==> src/rtl/rc5_block_cipher_top_assert.svh <==
// Assertion macros for the RC5 block cipher top level.
// Depends on nothing; included by rc5_block_cipher_top.sv.
`ifndef RC5_BLOCK_CIPHER_TOP_ASSERT_SVH
`define RC5_BLOCK_CIPHER_TOP_ASSERT_SVH

`ifndef SYNTHESIS
// Check a property on every clock edge outside reset.
`define RC5_ASSERT(label, clk, rst, prop, msg) \
  label: assert property (@(posedge clk) disable iff (rst) prop) else $error(msg);
// Check a property on every clock edge, reset included.
`define RC5_ASSERT_ALWAYS(label, clk, prop, msg) \
  label: assert property (@(posedge clk) prop) else $error(msg);
`else
`define RC5_ASSERT(label, clk, rst, prop, msg)
`define RC5_ASSERT_ALWAYS(label, clk, prop, msg)
`endif

`endif

==> src/rtl/rc5_pkg.sv <==
// Shared sizes, codes and types for the RC5 block cipher.
// No dependencies; every other file but the assertion header imports it.
`timescale 1ns / 1ps

package rc5_pkg;

  // Cipher sizing
  localparam int ROUNDS      = 15;
  localparam int KEY_BYTES   = 32;
  localparam int TABLE_WORDS = 2 * (ROUNDS + 1);
  localparam int KEY_WORDS   = (KEY_BYTES + 3) / 4;
  localparam int MIX_STEPS   = 3 * ((TABLE_WORDS > KEY_WORDS) ? TABLE_WORDS : KEY_WORDS);

  localparam int WORD_W   = 32;
  localparam int KIND_W   = 2;
  localparam int IDX_W    = $clog2(TABLE_WORDS);
  localparam int KW_IDX_W = (KEY_WORDS > 1) ? $clog2(KEY_WORDS) : 1;
  localparam int STEP_W   = $clog2(MIX_STEPS);

  // Configuration port
  localparam int KEY_REGS   = 4;
  localparam int CFG_IDX_W  = 3;
  localparam int CFG_DATA_W = 64;

  // Magic constants and the fixed mixing rotate
  localparam logic [WORD_W-1:0] MAGIC_P = 32'hb7e15163;
  localparam logic [WORD_W-1:0] MAGIC_Q = 32'h9e3779b9;
  localparam logic [4:0]        ROT_MIX = 5'd3;

  typedef enum logic [KIND_W-1:0] {
    REQ_EXPAND  = 2'd0,
    REQ_ENCRYPT = 2'd1,
    REQ_DECRYPT = 2'd2,
    REQ_NONE    = 2'd3
  } req_kind_t;

  typedef enum logic [2:0] {
    ALU_ADD,
    ALU_SUB,
    ALU_ENC,
    ALU_DEC,
    ALU_MIX_S,
    ALU_MIX_L
  } alu_op_t;

  typedef enum logic [2:0] {
    ST_IDLE,
    ST_SEED,
    ST_MIX_S,
    ST_MIX_L,
    ST_CRYPT,
    ST_FINISH
  } state_t;

  // Key store access from the sequencer
  typedef struct packed {
    logic                rk_we;
    logic [IDX_W-1:0]    rk_addr;
    logic                kw_we;
    logic [KW_IDX_W-1:0] kw_addr;
    logic                kw_load;
    logic [WORD_W-1:0]   wdata;
  } ks_req_t;

endpackage

==> src/rtl/rc5_if.sv <==
// Request and result channel interfaces for the RC5 block cipher.
// Depends on rc5_pkg.
`timescale 1ns / 1ps

interface rc5_req_if;
  import rc5_pkg::*;

  logic              valid;
  logic              ready;
  logic [KIND_W-1:0] req_type;
  logic [WORD_W-1:0] block_a;
  logic [WORD_W-1:0] block_b;

  modport source (output valid, output req_type, output block_a, output block_b,
                  input ready);
  modport sink   (input valid, input req_type, input block_a, input block_b,
                  output ready);
endinterface

interface rc5_res_if;
  import rc5_pkg::*;

  logic              valid;
  logic              ready;
  logic [WORD_W-1:0] out_a;
  logic [WORD_W-1:0] out_b;
  logic [KIND_W-1:0] out_kind;

  modport source (output valid, output out_a, output out_b, output out_kind,
                  input ready);
  modport sink   (input valid, input out_a, input out_b, input out_kind,
                  output ready);
endinterface

==> src/rtl/rc5_alu.sv <==
// Shared arithmetic unit: add/subtract, xor and barrel rotate for every step.
// Depends on rc5_pkg.
`timescale 1ns / 1ps

module rc5_alu (
  input  rc5_pkg::alu_op_t          op,
  input  logic [rc5_pkg::WORD_W-1:0] x,
  input  logic [rc5_pkg::WORD_W-1:0] y,
  input  logic [rc5_pkg::WORD_W-1:0] k,
  output logic [rc5_pkg::WORD_W-1:0] result
);
  import rc5_pkg::*;

  // Rotate by the low five bits; a zero amount passes the word through
  function automatic logic [WORD_W-1:0] rotl(input logic [WORD_W-1:0] v,
                                             input logic [4:0] n);
    logic [2*WORD_W-1:0] d;
    d = {v, v} << n;
    return d[2*WORD_W-1:WORD_W];
  endfunction

  function automatic logic [WORD_W-1:0] rotr(input logic [WORD_W-1:0] v,
                                             input logic [4:0] n);
    logic [2*WORD_W-1:0] d;
    d = {v, v} >> n;
    return d[WORD_W-1:0];
  endfunction

  logic [WORD_W-1:0] xy;
  logic [WORD_W-1:0] sum3;

  assign xy   = x + y;
  assign sum3 = k + xy;

  // Select the step
  always_comb begin
    case (op)
      ALU_ADD:   result = x + k;
      ALU_SUB:   result = x - k;
      ALU_ENC:   result = rotl(x ^ y, y[4:0]) + k;
      ALU_DEC:   result = rotr(x - k, y[4:0]) ^ y;
      ALU_MIX_S: result = rotl(sum3, ROT_MIX);
      ALU_MIX_L: result = rotl(sum3, xy[4:0]);
      default:   result = '0;
    endcase
  end

endmodule

==> src/rtl/rc5_keys.sv <==
// Key storage: key registers, round-key table and key word store.
// Depends on rc5_pkg.
`timescale 1ns / 1ps

module rc5_keys (
  input  logic                          clk,
  input  logic                          rst,
  input  logic                          cfg_we,
  input  logic [rc5_pkg::CFG_IDX_W-1:0]  cfg_index,
  input  logic [rc5_pkg::CFG_DATA_W-1:0] cfg_data,
  input  rc5_pkg::ks_req_t              ks,
  output logic [rc5_pkg::WORD_W-1:0]     rk_rdata,
  output logic [rc5_pkg::WORD_W-1:0]     kw_rdata
);
  import rc5_pkg::*;

  logic [CFG_DATA_W-1:0] key_regs   [KEY_REGS];
  logic [WORD_W-1:0]     round_keys [TABLE_WORDS];
  logic [WORD_W-1:0]     key_work   [KEY_WORDS];
  logic [WORD_W-1:0]     load_word  [KEY_WORDS];

  // Take configuration writes; drop indexes past the register list
  always_ff @(posedge clk) begin
    if (rst) begin
      for (int i = 0; i < KEY_REGS; i++) key_regs[i] <= '0;
    end else if (cfg_we && (cfg_index < CFG_IDX_W'(KEY_REGS))) begin
      key_regs[cfg_index[1:0]] <= cfg_data;
    end
  end

  // Gather key bytes into words, little-endian, zero past the key length
  for (genvar w = 0; w < KEY_WORDS; w++) begin : g_word
    for (genvar j = 0; j < 4; j++) begin : g_byte
      localparam int N = 4 * w + j;
      if (N < KEY_BYTES) begin : g_used
        assign load_word[w][8*j +: 8] = key_regs[N >> 3][8*(N & 7) +: 8];
      end else begin : g_pad
        assign load_word[w][8*j +: 8] = 8'h00;
      end
    end
  end

  // Round-key table, cleared by reset
  always_ff @(posedge clk) begin
    if (rst) begin
      for (int i = 0; i < TABLE_WORDS; i++) round_keys[i] <= '0;
    end else if (ks.rk_we) begin
      round_keys[ks.rk_addr] <= ks.wdata;
    end
  end

  // Key word store: bulk load at expand start, then one word per mixing step
  always_ff @(posedge clk) begin
    if (ks.kw_load) begin
      for (int i = 0; i < KEY_WORDS; i++) key_work[i] <= load_word[i];
    end else if (ks.kw_we) begin
      key_work[ks.kw_addr] <= ks.wdata;
    end
  end

  assign rk_rdata = round_keys[ks.rk_addr];
  assign kw_rdata = key_work[ks.kw_addr];

endmodule

==> src/rtl/rc5_ctrl.sv <==
// Sequencer: runs seeding, mixing and cipher half-rounds through the shared ALU.
// Depends on rc5_pkg, rc5_if and rc5_alu.
`timescale 1ns / 1ps

module rc5_ctrl (
  input  logic                       clk,
  input  logic                       rst,
  rc5_req_if.sink                    req,
  input  logic                       res_take,
  output logic                       res_valid,
  output logic [rc5_pkg::WORD_W-1:0] res_a,
  output logic [rc5_pkg::WORD_W-1:0] res_b,
  output logic [rc5_pkg::KIND_W-1:0] res_kind,
  output rc5_pkg::ks_req_t           ks,
  input  logic [rc5_pkg::WORD_W-1:0] rk_rdata,
  input  logic [rc5_pkg::WORD_W-1:0] kw_rdata
);
  import rc5_pkg::*;

  state_t              state, state_next;
  logic [IDX_W-1:0]    idx, idx_next;
  logic [KW_IDX_W-1:0] widx, widx_next;
  logic [STEP_W-1:0]   step, step_next;
  logic [WORD_W-1:0]   a, a_next;
  logic [WORD_W-1:0]   b, b_next;
  req_kind_t           kind, kind_next;

  alu_op_t           alu_op;
  logic [WORD_W-1:0] alu_x, alu_y, alu_k, alu_res;
  logic              odd;

  rc5_alu u_alu (
    .op     (alu_op),
    .x      (alu_x),
    .y      (alu_y),
    .k      (alu_k),
    .result (alu_res)
  );

  // State and control registers
  always_ff @(posedge clk) begin
    if (rst) begin
      state <= ST_IDLE;
      kind  <= REQ_EXPAND;
      idx   <= '0;
      widx  <= '0;
      step  <= '0;
    end else begin
      state <= state_next;
      kind  <= kind_next;
      idx   <= idx_next;
      widx  <= widx_next;
      step  <= step_next;
    end
  end

  // Working words
  always_ff @(posedge clk) begin
    a <= a_next;
    b <= b_next;
  end

  assign odd = idx[0];

  // Next state, ALU operands and key store access
  always_comb begin
    state_next = state;
    kind_next  = kind;
    idx_next   = idx;
    widx_next  = widx;
    step_next  = step;
    a_next     = a;
    b_next     = b;
    alu_op     = ALU_ADD;
    alu_x      = a;
    alu_y      = b;
    alu_k      = rk_rdata;
    ks         = '0;
    ks.rk_addr = idx;
    ks.kw_addr = widx;
    ks.wdata   = alu_res;
    req.ready  = 1'b0;
    res_valid  = 1'b0;

    case (state)
      ST_IDLE: begin
        // take no request while reset is held
        req.ready = !rst;
        if (req.valid && req.ready) begin
          case (req_kind_t'(req.req_type))
            REQ_EXPAND: begin
              ks.kw_load = 1'b1;
              kind_next  = REQ_EXPAND;
              idx_next   = '0;
              a_next     = MAGIC_P;
              state_next = ST_SEED;
            end
            REQ_ENCRYPT: begin
              kind_next  = REQ_ENCRYPT;
              idx_next   = '0;
              a_next     = req.block_a;
              b_next     = req.block_b;
              state_next = ST_CRYPT;
            end
            REQ_DECRYPT: begin
              kind_next  = REQ_DECRYPT;
              idx_next   = IDX_W'(TABLE_WORDS - 1);
              a_next     = req.block_a;
              b_next     = req.block_b;
              state_next = ST_CRYPT;
            end
            default: begin
              // drop the unused request code
              state_next = ST_IDLE;
            end
          endcase
        end
      end

      ST_SEED: begin
        // write P + i*Q, advance the running sum by Q
        alu_op     = ALU_ADD;
        alu_k      = MAGIC_Q;
        ks.rk_we   = 1'b1;
        ks.wdata   = a;
        a_next     = alu_res;
        idx_next   = idx + 1'b1;
        if (idx == IDX_W'(TABLE_WORDS - 1)) begin
          idx_next   = '0;
          widx_next  = '0;
          step_next  = '0;
          a_next     = '0;
          b_next     = '0;
          state_next = ST_MIX_S;
        end
      end

      ST_MIX_S: begin
        alu_op     = ALU_MIX_S;
        ks.rk_we   = 1'b1;
        a_next     = alu_res;
        state_next = ST_MIX_L;
      end

      ST_MIX_L: begin
        alu_op    = ALU_MIX_L;
        alu_k     = kw_rdata;
        ks.kw_we  = 1'b1;
        b_next    = alu_res;
        idx_next  = (idx == IDX_W'(TABLE_WORDS - 1)) ? '0 : idx + 1'b1;
        widx_next = (widx == KW_IDX_W'(KEY_WORDS - 1)) ? '0 : widx + 1'b1;
        step_next = step + 1'b1;
        if (step == STEP_W'(MIX_STEPS - 1)) begin
          state_next = ST_FINISH;
        end else begin
          state_next = ST_MIX_S;
        end
      end

      ST_CRYPT: begin
        // even table index updates a, odd updates b
        alu_x = odd ? b : a;
        alu_y = odd ? a : b;
        if (kind == REQ_ENCRYPT) begin
          alu_op = (idx < IDX_W'(2)) ? ALU_ADD : ALU_ENC;
        end else begin
          alu_op = (idx < IDX_W'(2)) ? ALU_SUB : ALU_DEC;
        end
        if (odd) begin
          b_next = alu_res;
        end else begin
          a_next = alu_res;
        end
        if (kind == REQ_ENCRYPT) begin
          idx_next = idx + 1'b1;
          if (idx == IDX_W'(TABLE_WORDS - 1)) state_next = ST_FINISH;
        end else begin
          idx_next = idx - 1'b1;
          if (idx == '0) state_next = ST_FINISH;
        end
      end

      ST_FINISH: begin
        // hold the result until the output register takes it
        res_valid = 1'b1;
        if (res_take) state_next = ST_IDLE;
      end

      default: begin
        state_next = ST_IDLE;
      end
    endcase
  end

  assign res_a    = (kind == REQ_EXPAND) ? '0 : a;
  assign res_b    = (kind == REQ_EXPAND) ? '0 : b;
  assign res_kind = kind;

endmodule

==> src/rtl/rc5_block_cipher_top.sv <==
// Encrypt/decrypt: 32 half-round steps through the shared ALU, one per cycle,
// then a hand-off of the result to the output register.
// Expand: 32 table seed writes, then 96 mixing steps, each a MIX_S and a MIX_L state.
// A new request waits until the result enters the output register; res stalls delay it.
// Reset (rst, synchronous, active high) clears key registers and round keys.
// Depends on rc5_pkg, rc5_if, rc5_keys, rc5_ctrl and the assertion header.
`timescale 1ns / 1ps
`include "rc5_block_cipher_top_assert.svh"

module rc5_block_cipher_top (
  input  logic                           clk,
  input  logic                           rst,
  input  logic                           cfg_we,
  input  logic [rc5_pkg::CFG_IDX_W-1:0]  cfg_index,
  input  logic [rc5_pkg::CFG_DATA_W-1:0] cfg_data,
  rc5_req_if.sink                        req,
  rc5_res_if.source                      res
);
  import rc5_pkg::*;

  ks_req_t           ks;
  logic [WORD_W-1:0] rk_rdata, kw_rdata;
  logic              core_valid, take;
  logic [WORD_W-1:0] core_a, core_b;
  logic [KIND_W-1:0] core_kind;
  logic              res_valid_next;

  rc5_keys u_keys (
    .clk       (clk),
    .rst       (rst),
    .cfg_we    (cfg_we),
    .cfg_index (cfg_index),
    .cfg_data  (cfg_data),
    .ks        (ks),
    .rk_rdata  (rk_rdata),
    .kw_rdata  (kw_rdata)
  );

  rc5_ctrl u_ctrl (
    .clk       (clk),
    .rst       (rst),
    .req       (req),
    .res_take  (take),
    .res_valid (core_valid),
    .res_a     (core_a),
    .res_b     (core_b),
    .res_kind  (core_kind),
    .ks        (ks),
    .rk_rdata  (rk_rdata),
    .kw_rdata  (kw_rdata)
  );

  // Output register: free when empty or draining this cycle
  assign take = !res.valid || res.ready;

  always_comb begin
    res_valid_next = res.valid;
    if (core_valid && take) begin
      res_valid_next = 1'b1;
    end else if (res.ready) begin
      res_valid_next = 1'b0;
    end
  end

  always_ff @(posedge clk) begin
    if (rst) begin
      res.valid <= 1'b0;
    end else begin
      res.valid <= res_valid_next;
    end
  end

  always_ff @(posedge clk) begin
    if (core_valid && take) begin
      res.out_a    <= core_a;
      res.out_b    <= core_b;
      res.out_kind <= core_kind;
    end
  end

  // Checks
  `RC5_ASSERT(a_busy_after_accept, clk, rst, (req.valid && req.ready && req.req_type != REQ_NONE) |=> !req.ready, "block still ready after accepting a request")
  `RC5_ASSERT(a_expand_zero, clk, rst, (res.valid && res.out_kind == REQ_EXPAND) |-> (res.out_a == '0 && res.out_b == '0), "expand result carries nonzero words")
  `RC5_ASSERT(a_kind_legal, clk, rst, res.valid |-> (res.out_kind != REQ_NONE), "result for unused request code")

endmodule
==> src/flat_wrapper.sv <==
// flat-port wrapper written by rule: the top's interface ports become plain ports
module rc5_block_cipher_top_flat import rc5_pkg::*;
  (clk, rst, cfg_we, cfg_index, cfg_data, req_valid, req_req_type, req_block_a, req_block_b, req_ready, res_valid, res_out_a, res_out_b, res_out_kind, res_ready);
  rc5_req_if req_i ();
  rc5_res_if res_i ();
  input  logic clk;
  input  logic rst;
  input  logic cfg_we;
  input  logic [rc5_pkg::CFG_IDX_W-1:0] cfg_index;
  input  logic [rc5_pkg::CFG_DATA_W-1:0] cfg_data;
  input wire logic [$bits(req_i.valid)-1:0] req_valid;
  input wire logic [$bits(req_i.req_type)-1:0] req_req_type;
  input wire logic [$bits(req_i.block_a)-1:0] req_block_a;
  input wire logic [$bits(req_i.block_b)-1:0] req_block_b;
  output wire logic [$bits(req_i.ready)-1:0] req_ready;
  output wire logic [$bits(res_i.valid)-1:0] res_valid;
  output wire logic [$bits(res_i.out_a)-1:0] res_out_a;
  output wire logic [$bits(res_i.out_b)-1:0] res_out_b;
  output wire logic [$bits(res_i.out_kind)-1:0] res_out_kind;
  input wire logic [$bits(res_i.ready)-1:0] res_ready;
  assign req_i.valid = req_valid;
  assign req_i.req_type = req_req_type;
  assign req_i.block_a = req_block_a;
  assign req_i.block_b = req_block_b;
  assign req_ready = req_i.ready;
  assign res_valid = res_i.valid;
  assign res_out_a = res_i.out_a;
  assign res_out_b = res_i.out_b;
  assign res_out_kind = res_i.out_kind;
  assign res_i.ready = res_ready;
  rc5_block_cipher_top u_core (.clk(clk), .rst(rst), .cfg_we(cfg_we), .cfg_index(cfg_index), .cfg_data(cfg_data), .req(req_i), .res(res_i));
endmodule
==> config.mk <==
export PLATFORM = sky130hd
export DESIGN_NAME = rc5_block_cipher_top_flat
export DESIGN_NICKNAME = d
export VERILOG_FILES = /design/src/rtl/rc5_pkg.sv /design/src/rtl/rc5_if.sv /design/src/rtl/rc5_alu.sv /design/src/rtl/rc5_keys.sv /design/src/rtl/rc5_ctrl.sv /design/src/rtl/rc5_block_cipher_top.sv /design/src/flat_wrapper.sv
export VERILOG_INCLUDE_DIRS = /design/src /design/src/rtl
export SDC_FILE = /design/constraint.sdc
export NUM_CORES = 2
export LEC_CHECK = 0
export ABC_CLOCK_PERIOD_IN_PS = 12700
export BUFFER_PORTS_ARGS = -buffer_cell sky130_fd_sc_hd__buf_2
export CAP_MARGIN = 10
export CORE_MARGIN = 2
export CORE_UTILIZATION = 37
export DETAILED_ROUTE_END_ITERATION = 6
export GPL_TIMING_DRIVEN = 1
export HOLD_SLACK_MARGIN = 0.05
export PLACE_DENSITY = 0.64
export SYNTH_ARGS = -nofsm -noshare
export SYNTH_HDL_FRONTEND = slang
export SYNTH_SLANG_ARGS = --single-unit
==> constraint.sdc <==
create_clock -name clk -period 12.7 [get_ports clk]
set_input_delay 2.54 -clock clk [delete_from_list [all_inputs] [get_ports clk]]
set_output_delay 2.54 -clock clk [all_outputs]
set_load 0.005 [all_outputs]
==> metrics.txt <==
fin. max-slew vios 0; max cap viols 1; layout cells sized above 1 0.182; share of the synthesized area in the top cell type 0.549; post-synth top area cell edfxtp_1; Compound-Gate Fraction of Synth Area 0.112; die width 500 um; initial antenna violation count 51; Final ANT Viol Nets 0; Syn Inst Count 7701; die area 250000 um2; most frequent cells in the layout edfxtp_1, nor2_1, nand2_1, o21ai_0, nor3_1; Core ar. 245000 um2; # port buffers 205; Yosys warnings 0; maximum fanout count along the critical path 70; Area contributors post-synth edfxtp_1, mux4_2, nor2_1; setup TNS 0 ns; post-DR wirelength/cell 34.9 um; first-pass GRT wire length 529000 um; Clock Pin Slew Worst Setup and Hold Paths 0.07 ns; worst slew pin tran 1.45 ns; max incr delay on CP 0.81 ns; mux share of post-synthesis cell area 0.128; Slew HR 0.00631; # setup viols final 0; f_max 88.7 MHz; fin crit share 0.888; Vias/cell 6.34; crit end category flip-flop; CTS tree done; cell area after synthesis 91200 um2; Final Core Density 0.415; area of the multi-input gates 38400 um2; Post-Synth XOR/XNOR Area 0.0123; CTS root buf clkbuf_16; most common cell after layout, fill and taps aside edfxtp_1; I/O pin count 206; top_reg_cell synth edfxtp_1; classification of the worst-slack hold path reg -> reg; FFs w/ async S/R, synth 0; Synth Area per Inst 11.8 um2; minimum clock period 11.28 ns; largest family of logic cells by synthesized area simple AND/OR/NAND/NOR gates; CTS sink count 1695; fillers 22700; count of hold buffers inserted by post-cts repair 0; GP Congestion 1.05; # DRC 0; Synth Area in Simple Gates 0.141; nets 7970; total number of vias 70100; Synthesized Nets 7970; die height 500 um; H-Tree Depth 4; Worst-Skew Late Latency 0.87 ns; Initial Util 0.371; FP Rows 182; CTS Buffer Depth 3; EDFF count, synth 1666; startpoint types flip-flop; Detailed Place HPWL 259000 um; number of unique standard cell types used by synthesis 107; post-route cell area 102000 um2; CP max stage cell and2_1; Overall Global Routing Usage 0.301; Area growth syn-to-layout 11.8%; RSZ-0062 raised after global routing no; required time of the critical path 13.21 ns; Seq/Total Area, Yosys 0.555; CTS resizes 0; Max Clock Skew 0.0723 ns; vias in the first global route 66800; WS Path Type reg -> reg; drt initial violations 11100; CTS Buf Count 168; CP arrival 11.79 ns; Post-Synth Adder-Cell Area 0.0189; Detailed Route WL 386000 um; register area 50600 um2; failing checks max-capacitance violations; grt total ovfl 0; register bit total from synthesis 1695; Fin. Hold Viols 0; pin count of the biggest net entering global routing 111; # Post-CTS Setup Buffers 0; DR pass1 iterations 7; Area after DPL 96600 um2; outcome complete, but fails checks
==> worst max-delay path: cells and delay by family, from the launching register on <==
kind                     cells  cell delay (ns)
AO/OA/AOI/OAI               16             4.70
XOR/XNOR                     1             0.15
adder cells (fa/ha/maj)      3             1.10
buffers and inverters        4             0.79
flip-flops                   1             0.55
multiplexers                 4             1.16
AND/OR/NAND/NOR              7             2.34
==> state kept, by name, indices dropped and copies added, names as in the netlist, 3 cells and up, named ones only <==
name / count
u_core.res.out_b: 32
u_core.u_keys.round_keys: 1024
u_core.res.out_a: 32
u_core.u_keys.key_work: 256
u_core.u_keys.key_regs: 256
u_core.u_ctrl.state: 3
u_core.u_ctrl.a: 32
u_core.u_ctrl.step: 7
u_core.u_ctrl.widx: 3
u_core.u_ctrl.idx: 5
u_core.u_ctrl.b: 32
==> synth_stat cells (14+ instances only) <==
cell,count
nor4_1,32
mux2i_1,226
a211oi_1,140
o21a_1,50
a221oi_1,29
a221o_1,15
nand3_1,90
nand4_1,26
mux4_2,356
and3_1,40
a211o_1,25
o221ai_1,29
a22o_1,15
xnor2_1,89
a31oi_1,43
a32oi_1,15
o31ai_1,31
or3_1,34
clkbuf_1,524
buf_2,64
o22ai_1,38
o211ai_1,56
ha_1,127
xor2_1,35
a21oi_1,288
mux2_2,121
o21ai_0,439
a22oi_1,58
nor2b_1,107
nor2_1,939
nor3_1,384
a21o_1,74
nand2b_1,78
nand2_1,626
and2_1,302
dfxtp_1,29
a2111oi_0,19
or2_2,19
nor3b_1,14
buf_1,52
inv_1,90
a31o_2,14
edfxtp_1,1666
==> final timing paths <==
kind                                     start                            end  slack, ns  depth (start not counted)
max          u_core.u_ctrl.idx[0]$_SDFFE_PP0P_  u_core.u_ctrl.a[28]$_DFFE_PP_       1.42                         35
min              u_core.res.valid$_SDFFE_PP0P_  u_core.res.valid$_SDFFE_PP0P_       0.48                          2
min reg2reg      u_core.res.valid$_SDFFE_PP0P_  u_core.res.valid$_SDFFE_PP0P_       0.48                          2
max reg2reg  u_core.u_ctrl.idx[0]$_SDFFE_PP0P_  u_core.u_ctrl.a[28]$_DFFE_PP_       1.42                         35
==> layout make-up <==
cell class | count | share of cell area
sequential | 1695 | 0.496
multi-input combinational | 5257 | 0.376
clock buffer | 209 | 0.0435
tap | 3220 | 0.0395
timing repair buffer | 487 | 0.0314
clock inverter | 97 | 0.00934
inverter | 92 | 0.00339
antenna | 14 | 0.000343
==> metal layers <==
metal	GRT usage	vias up	routed length, um	share of wire
met4	0.151	46	22600	0.058
li1	-	29100	-	-
met5	0	-	309	0.00080
met2	0.455	4466	170000	0.44
met1	0.400	35700	150000	0.39
met3	0.0777	845	43000	0.11
==> logic make-up after synthesis <==
logic type,count (synthesis)
compound gates,1543
simple gates,2749
mux,703
buf+inv,749
fa+ha+maj,136
flops,1695
xor+xnor,126
==> stage by stage <==
stage,setup WS [ns],hold slack (ns),std cells
global route,1.03,0.508,11100
finish,1.42,0.483,11100
detailed placement,1.75,0.478,10800
floorplan,1.74,0.459,7701
CTS,1.66,0.486,11100
global placement,1.90,0.469,10700
Power is left out: the tool's default activity adds up to more than one toggle a clock period on the data nets, which glitch-free logic cannot reach.
